File: src/rtl/core/triangle_tangent_from_uv_core_defines.svh
// Assertion macros shared by the triangle tangent core.
// Depends on nothing; included by the modules that carry assertions.
`ifndef TRIANGLE_TANGENT_FROM_UV_CORE_DEFINES_SVH
`define TRIANGLE_TANGENT_FROM_UV_CORE_DEFINES_SVH

// same-cycle implication
`define TTUV_ASSERT_IMP(label, clk, rst_n, ante, cons) \
    label: assert property (@(posedge clk) disable iff (!rst_n) (ante) |-> (cons)) \
        else $error("ttuv assertion failed");

// next-cycle implication
`define TTUV_ASSERT_NXT(label, clk, rst_n, ante, cons) \
    label: assert property (@(posedge clk) disable iff (!rst_n) (ante) |=> (cons)) \
        else $error("ttuv assertion failed");

`endif

File: src/rtl/core/ttuv_pkg.sv
// Types and constants of the triangle tangent core.
// No dependencies; used by ttuv_ctrl, ttuv_dp and the top level.
`default_nettype none

package ttuv_pkg;

    localparam int IDX_W   = 16;
    localparam int POS_W   = 32;
    localparam int UV_W    = 20;
    localparam int OUT_W   = 16;

    localparam int DP_W    = POS_W + 1;
    localparam int DUV_W   = UV_W + 1;
    localparam int T_W     = DUV_W + DP_W + 1;
    localparam int DET_W   = 2 * DUV_W + 1;
    localparam int MA_W    = (DUV_W > 31) ? DUV_W : 31;
    localparam int MB_W    = (DP_W > 31) ? DP_W : 31;
    localparam int PROD_W  = MA_W + MB_W;
    localparam int NORM_W  = 30;
    localparam int SUM_W   = 2 * NORM_W + 2;
    localparam int ROOT_W  = NORM_W + 1;
    localparam int QUO_W   = OUT_W + 1;
    localparam int NUM_W   = NORM_W + OUT_W + 1;
    localparam int DREM_W  = ROOT_W + 1;
    localparam int STEP_W  = 6;
    localparam int MUL_STEPS  = 8;
    localparam int SQ_STEPS   = 3;
    localparam int SQRT_STEPS = SUM_W / 2;

    typedef struct packed {
        logic        [IDX_W-1:0] vertex_index;
        logic signed [POS_W-1:0] pos_x;
        logic signed [POS_W-1:0] pos_y;
        logic signed [POS_W-1:0] pos_z;
        logic signed [UV_W-1:0]  tex_u;
        logic signed [UV_W-1:0]  tex_v;
    } t_in_beat;

    typedef struct packed {
        logic        [IDX_W-1:0] index_a;
        logic        [IDX_W-1:0] index_b;
        logic        [IDX_W-1:0] index_c;
        logic signed [OUT_W-1:0] tangent_x;
        logic signed [OUT_W-1:0] tangent_y;
        logic signed [OUT_W-1:0] tangent_z;
        logic                    degenerate;
    } t_out_beat;

    typedef enum logic [3:0] {
        S_IDLE, S_MUL, S_CHECK, S_ABS, S_NORM, S_SQUARE, S_SQRT,
        S_DIV_LOAD, S_DIV, S_DIV_STORE, S_EMIT
    } t_state;

    typedef enum logic [3:0] {
        OP_NONE, OP_CAPTURE, OP_MUL, OP_CHECK, OP_ABS, OP_SHR, OP_SHL,
        OP_SQUARE, OP_SQRT_INIT, OP_SQRT_STEP, OP_DIV_LOAD, OP_DIV_STEP,
        OP_DIV_STORE, OP_EMIT
    } t_op;

    typedef struct packed {
        t_op              op;
        logic [1:0]       sel;
        logic [STEP_W-1:0] step;
    } t_cmd;

    typedef struct packed {
        logic degen;
        logic need_shr;
        logic need_shl;
        logic out_busy;
    } t_status;

endpackage

`default_nettype wire

File: src/rtl/core/ttuv_ctrl.sv
// Sequencer of the triangle tangent core: corner count and compute phases.
// Depends on ttuv_pkg and the assertion macros header.
`default_nettype none
`include "triangle_tangent_from_uv_core_defines.svh"

module ttuv_ctrl (
    input  wire logic             i_clk,
    input  wire logic             i_rst_n,
    input  wire logic             i_in_valid,
    output logic                  o_in_stall,
    input  wire ttuv_pkg::t_status i_status,
    output ttuv_pkg::t_cmd        o_cmd
);

    localparam int STEP_W = ttuv_pkg::STEP_W;

    ttuv_pkg::t_state  r_state, n_state;
    logic [1:0]        r_corner, n_corner;
    logic [1:0]        r_comp, n_comp;
    logic [STEP_W-1:0] r_step, n_step;

    always_ff @(posedge i_clk) begin
        if (!i_rst_n) begin
            r_state  <= ttuv_pkg::S_IDLE;
            r_corner <= '0;
            r_comp   <= '0;
            r_step   <= '0;
        end else begin
            r_state  <= n_state;
            r_corner <= n_corner;
            r_comp   <= n_comp;
            r_step   <= n_step;
        end
    end

    always_comb begin
        n_state    = r_state;
        n_corner   = r_corner;
        n_comp     = r_comp;
        n_step     = r_step;
        o_cmd.op   = ttuv_pkg::OP_NONE;
        o_cmd.sel  = r_comp;
        o_cmd.step = r_step;
        o_in_stall = (r_state != ttuv_pkg::S_IDLE);
        case (r_state)
            ttuv_pkg::S_IDLE: begin
                if (i_in_valid) begin
                    o_cmd.op  = ttuv_pkg::OP_CAPTURE;
                    o_cmd.sel = r_corner;
                    if (r_corner == 2'd2) begin
                        n_corner = '0;
                        n_step   = '0;
                        n_state  = ttuv_pkg::S_MUL;
                    end else begin
                        n_corner = r_corner + 2'd1;
                    end
                end
            end
            ttuv_pkg::S_MUL: begin
                o_cmd.op = ttuv_pkg::OP_MUL;
                if (r_step == STEP_W'(ttuv_pkg::MUL_STEPS)) begin
                    n_step  = '0;
                    n_state = ttuv_pkg::S_CHECK;
                end else begin
                    n_step = r_step + STEP_W'(1);
                end
            end
            ttuv_pkg::S_CHECK: begin
                o_cmd.op = ttuv_pkg::OP_CHECK;
                n_state  = i_status.degen ? ttuv_pkg::S_EMIT : ttuv_pkg::S_ABS;
            end
            ttuv_pkg::S_ABS: begin
                o_cmd.op = ttuv_pkg::OP_ABS;
                n_state  = ttuv_pkg::S_NORM;
            end
            ttuv_pkg::S_NORM: begin
                // bring the largest magnitude to exactly NORM_W bits
                if (i_status.need_shr) begin
                    o_cmd.op = ttuv_pkg::OP_SHR;
                end else if (i_status.need_shl) begin
                    o_cmd.op = ttuv_pkg::OP_SHL;
                end else begin
                    n_step  = '0;
                    n_state = ttuv_pkg::S_SQUARE;
                end
            end
            ttuv_pkg::S_SQUARE: begin
                o_cmd.op = ttuv_pkg::OP_SQUARE;
                if (r_step == STEP_W'(ttuv_pkg::SQ_STEPS)) begin
                    n_step  = '0;
                    n_state = ttuv_pkg::S_SQRT;
                end else begin
                    n_step = r_step + STEP_W'(1);
                end
            end
            ttuv_pkg::S_SQRT: begin
                o_cmd.op = (r_step == '0) ? ttuv_pkg::OP_SQRT_INIT : ttuv_pkg::OP_SQRT_STEP;
                if (r_step == STEP_W'(ttuv_pkg::SQRT_STEPS)) begin
                    n_step  = '0;
                    n_comp  = '0;
                    n_state = ttuv_pkg::S_DIV_LOAD;
                end else begin
                    n_step = r_step + STEP_W'(1);
                end
            end
            ttuv_pkg::S_DIV_LOAD: begin
                o_cmd.op = ttuv_pkg::OP_DIV_LOAD;
                n_step   = '0;
                n_state  = ttuv_pkg::S_DIV;
            end
            ttuv_pkg::S_DIV: begin
                o_cmd.op = ttuv_pkg::OP_DIV_STEP;
                if (r_step == STEP_W'(ttuv_pkg::QUO_W - 1)) begin
                    n_step  = '0;
                    n_state = ttuv_pkg::S_DIV_STORE;
                end else begin
                    n_step = r_step + STEP_W'(1);
                end
            end
            ttuv_pkg::S_DIV_STORE: begin
                o_cmd.op = ttuv_pkg::OP_DIV_STORE;
                if (r_comp == 2'd2) begin
                    n_state = ttuv_pkg::S_EMIT;
                end else begin
                    n_comp  = r_comp + 2'd1;
                    n_state = ttuv_pkg::S_DIV_LOAD;
                end
            end
            ttuv_pkg::S_EMIT: begin
                // hold until the output register frees up
                if (!i_status.out_busy) begin
                    o_cmd.op = ttuv_pkg::OP_EMIT;
                    n_state  = ttuv_pkg::S_IDLE;
                end
            end
            default: begin
                n_state = ttuv_pkg::S_IDLE;
            end
        endcase
    end

    `TTUV_ASSERT_IMP(a_corner_range, i_clk, i_rst_n, 1'b1, r_corner != 2'd3)
    `TTUV_ASSERT_NXT(a_third_starts, i_clk, i_rst_n, r_state == ttuv_pkg::S_IDLE && i_in_valid && r_corner == 2'd2, r_state == ttuv_pkg::S_MUL && r_step == '0 && r_corner == 2'd0)
    `TTUV_ASSERT_NXT(a_emit_returns, i_clk, i_rst_n, r_state == ttuv_pkg::S_EMIT && !i_status.out_busy, r_state == ttuv_pkg::S_IDLE)

endmodule

`default_nettype wire

File: config.mk
export PLATFORM = sky130hd
export DESIGN_NAME = ttuv_ctrl
export DESIGN_NICKNAME = d
export VERILOG_FILES = /design/src/rtl/core/ttuv_pkg.sv /design/src/rtl/core/ttuv_ctrl.sv
export VERILOG_INCLUDE_DIRS = /design/src /design/src/rtl/core
export SDC_FILE = /design/constraint.sdc
export NUM_CORES = 1
export LEC_CHECK = 0
export ABC_AREA = 0
export BUFFER_PORTS_ARGS = -buffer_cell sky130_fd_sc_hd__buf_2
export CAP_MARGIN = 20
export CORE_MARGIN = 2
export CORE_UTILIZATION = 45
export DETAILED_ROUTE_END_ITERATION = 16
export PLACE_DENSITY = 0.69
export SLEW_MARGIN = 0
export SYNTH_ARGS = -nofsm -noshare
export SYNTH_HDL_FRONTEND = slang
export SYNTH_SLANG_ARGS = --single-unit
File: constraint.sdc
create_clock -name i_clk -period 1.69 [get_ports i_clk]
set_input_delay 0.2535 -clock i_clk [delete_from_list [all_inputs] [get_ports i_clk]]
set_output_delay 0.2535 -clock i_clk [all_outputs]
set_load 0.01 [all_outputs]
==> impl_results.md <==
* Final Non-Filler Cells at 251
* Least-Margin Pin Slew at 576 ps
* Max_slew headroom at 0.616
* Leakage at 0.924 nW
* DP Cell Count at around 220
* Worst r2r dst: r_step[5]
* 1st-iter DRT viols at 64
* HP Class: input pin to flip-flop
* Post-synth top area share at 0.247
* Fin. Hold Viols at 0
* Via count at 1,562
* Final hold slack at between 200 and 250 ps
* Async S/R FF share, synth at 0
* Worst EP required at 1440 ps
* Starting density of the core at 0.467
* Top post-synthesis cells by area: dfxtp_1, nor2b_1, nor2_1
* Highest clock rate at 514 MHz
* MaxCap Viol Count at 0
* Setup ws final at -254 ps
* Net Count, Synth at 160
* Post-synth cell types at 45
* Root buf cell: clkbuf_4
* Run status: complete, but fails checks
* Number of synthesized flops with an enable pin at 0
* Post-synthesis cell area at 1130 um2
* Synth top cells by count: nor2_1, dfxtp_1, nor2b_1
* CTS tree: done
* Setup CP Type: flip-flop to output pin
* Dpl hpwl at 2.62 mm
* VDD IR max at around 1.5 mV
* Worst Path Arrival at 1690 ps
* Clk_skew at 6.78 ps
* Ant diodes at 0
* Port Buffer Count at 19
* First-pass GRT wire length at 6.47 mm
* Vias in the first global route at 1,429
* Placer Congestion at 0.947
* Num CTS Buffers at 3
* DRC Markers at 0
* Initial antenna violation count at 0
* Largest net degree at the start of global routing at 13
* Period utilization at 1.15
* Drt total wl at between 5 and 6 mm
* Slew Viols, Final at 0
* DRT Pass-1 Iters at 4
* Minimum clock period at between 1500 and 2000 ps
* Worst skew pair latency at ~290 ps
* Synth Warn # at 0
* Routed WL per cell at 20.3 um
* Crit path launch type: flip-flop
* Share of cells above drive strength 1 at 0.638
* Hold path depth at 2
* Clk buf depth at 2
* Main synth FF type: dfxtp_1
* Remaining Overflow, GRT at 0
* Rows at 18
* Fin Setup TNS at -2110 ps
* # setup viols final at 17
* Clock sinks at 14
* GRT Total Usage at 0.307
* Leading area contributor after synthesis: dfxtp_1
* Pwr dens at 1790 nW/um2
* Seq/Total Area, Yosys at 0.247
* Crit Reg-Reg Startpoint: r_step[0]
* Reg clk slew, reported paths at about 100 ps
* CP max FO at 10
* Register bit count reported by yosys at 14
* H-tree Lvls at 1
* Failing checks: negative setup slack
* Remaining antenna violation count at 0
* # IOs at 20
* Unrepaired setup endpoints after global routing: yes
* Final core utilization at 0.881
* Syn Inst Count at 150
* Area Overhead vs Synth at 88.9%
* Reg2reg setup slack at -160 ps
* Crit. End Element: output pin
* Vias/cell at around 6.2
* Die area at 2940 um2
* Die width at 54.2 um
* Final Net Count at 232
* Die Ht at 54.2 um
* Most common cell in the netlist: nor2_1
* Worst R2R Path Depth at 8
* Syn_area_per_cell at 7.57 um2
* Core area at 2430 um2
* Hold EP: r_step[2]
* Hold_sp: i_rst_n
-- stage by stage --
step | setup WS [ps] | power [mW] | instance area, um2
floorplan | -65.5 | 1.58 | 1170
global placement | -443 | 2.11 | 1490
detailed placement | -611 | 2.18 | 1490
CTS | -173 | 3.15 | 1880
global route | -312 | 3.99 | 2140
finish | -254 | 3.83 | 2140
-- placed cells by master (no fill, tap or decap), drive strengths merged, types with 5 or more instances in the layout --
cell,Yosys,layout
inv,9,9
nor3,5,5
nor2,16,16
nand2,7,7
o21ai,7,7
buf,4,76
a21oi,9,9
clkbuf,6,5
dfxtp,14,14
nor2b,11,11
-- critical path: stages (launching register included) --
cell	delay, ps
dfxtp_4	370
buf_4	180
nor4_4	250
nand2_2	140
mux2_4	330
buf_6	120
-- routing by layer --
metal	wire, um	vias up	GRT usage
li1	-	703	-
met1	2010	743	0.339
met2	2510	88	0.564
met3	332	28	0.0546
met4	244	0	0.138
met5	0	-	0
-- repair_timing --
item / 4_1_cts / 5_1_grt
pin swaps: 11 / 14
endpoints found under the setup margin: 16 / 18
gates resized for setup: 57 / 40
setup buffers: 17 / 11
hold buffers: 0 / 0
-- worst max-delay path by stage --
| stage | start | to |
|---|---|---|
| floorplan | r_step[1] | r_step[5] |
| global placement | r_step[1] | r_step[3] |
| detailed placement | r_step[1] | r_step[5] |
| CTS | r_state[3] | o_cmd[7] |
| global route | r_state[2] | o_cmd[7] |
| finish | r_state[2] | o_cmd[7] |
-- kinds of logic (layout without fill, tap and decap cells) --
| kind of cell | count (synthesis) | in the layout | synth area share |
|---|---|---|---|
| AO/OA/AOI/OAI | 46 | 46 | 0.288 |
| adder cells (fa/ha/maj) | 3 | 3 | 0.0331 |
| buffers and inverters | 19 | 90 | 0.0772 |
| flip-flops | 14 | 14 | 0.247 |
| multiplexers | 4 | 4 | 0.0375 |
| AND/OR/NAND/NOR | 64 | 64 | 0.318 |
-- cell type report --
| type | instances | area (um2) |
|---|---|---|
| clock buffer | 4 | 36.3 |
| fill | 117 | 289 |
| tap | 30 | 37.5 |
| inverter | 9 | 38.8 |
| timing repair buffer | 77 | 613 |
| multi-input combinational | 117 | 1120 |
| sequential | 14 | 302 |
-- power breakdown --
part	switching, mW	internal, mW	total (mW)
Clock	0.129	0.131	0.260
Combinational	1.46	1.56	3.02
Sequential	0.120	0.432	0.552
-- flip-flops by register name, summed over array words and instances (netlist names) --
signal	flops
r_state	4
r_comp	2
r_corner	2
r_step	6
Power figures use the tool's default switching activity.
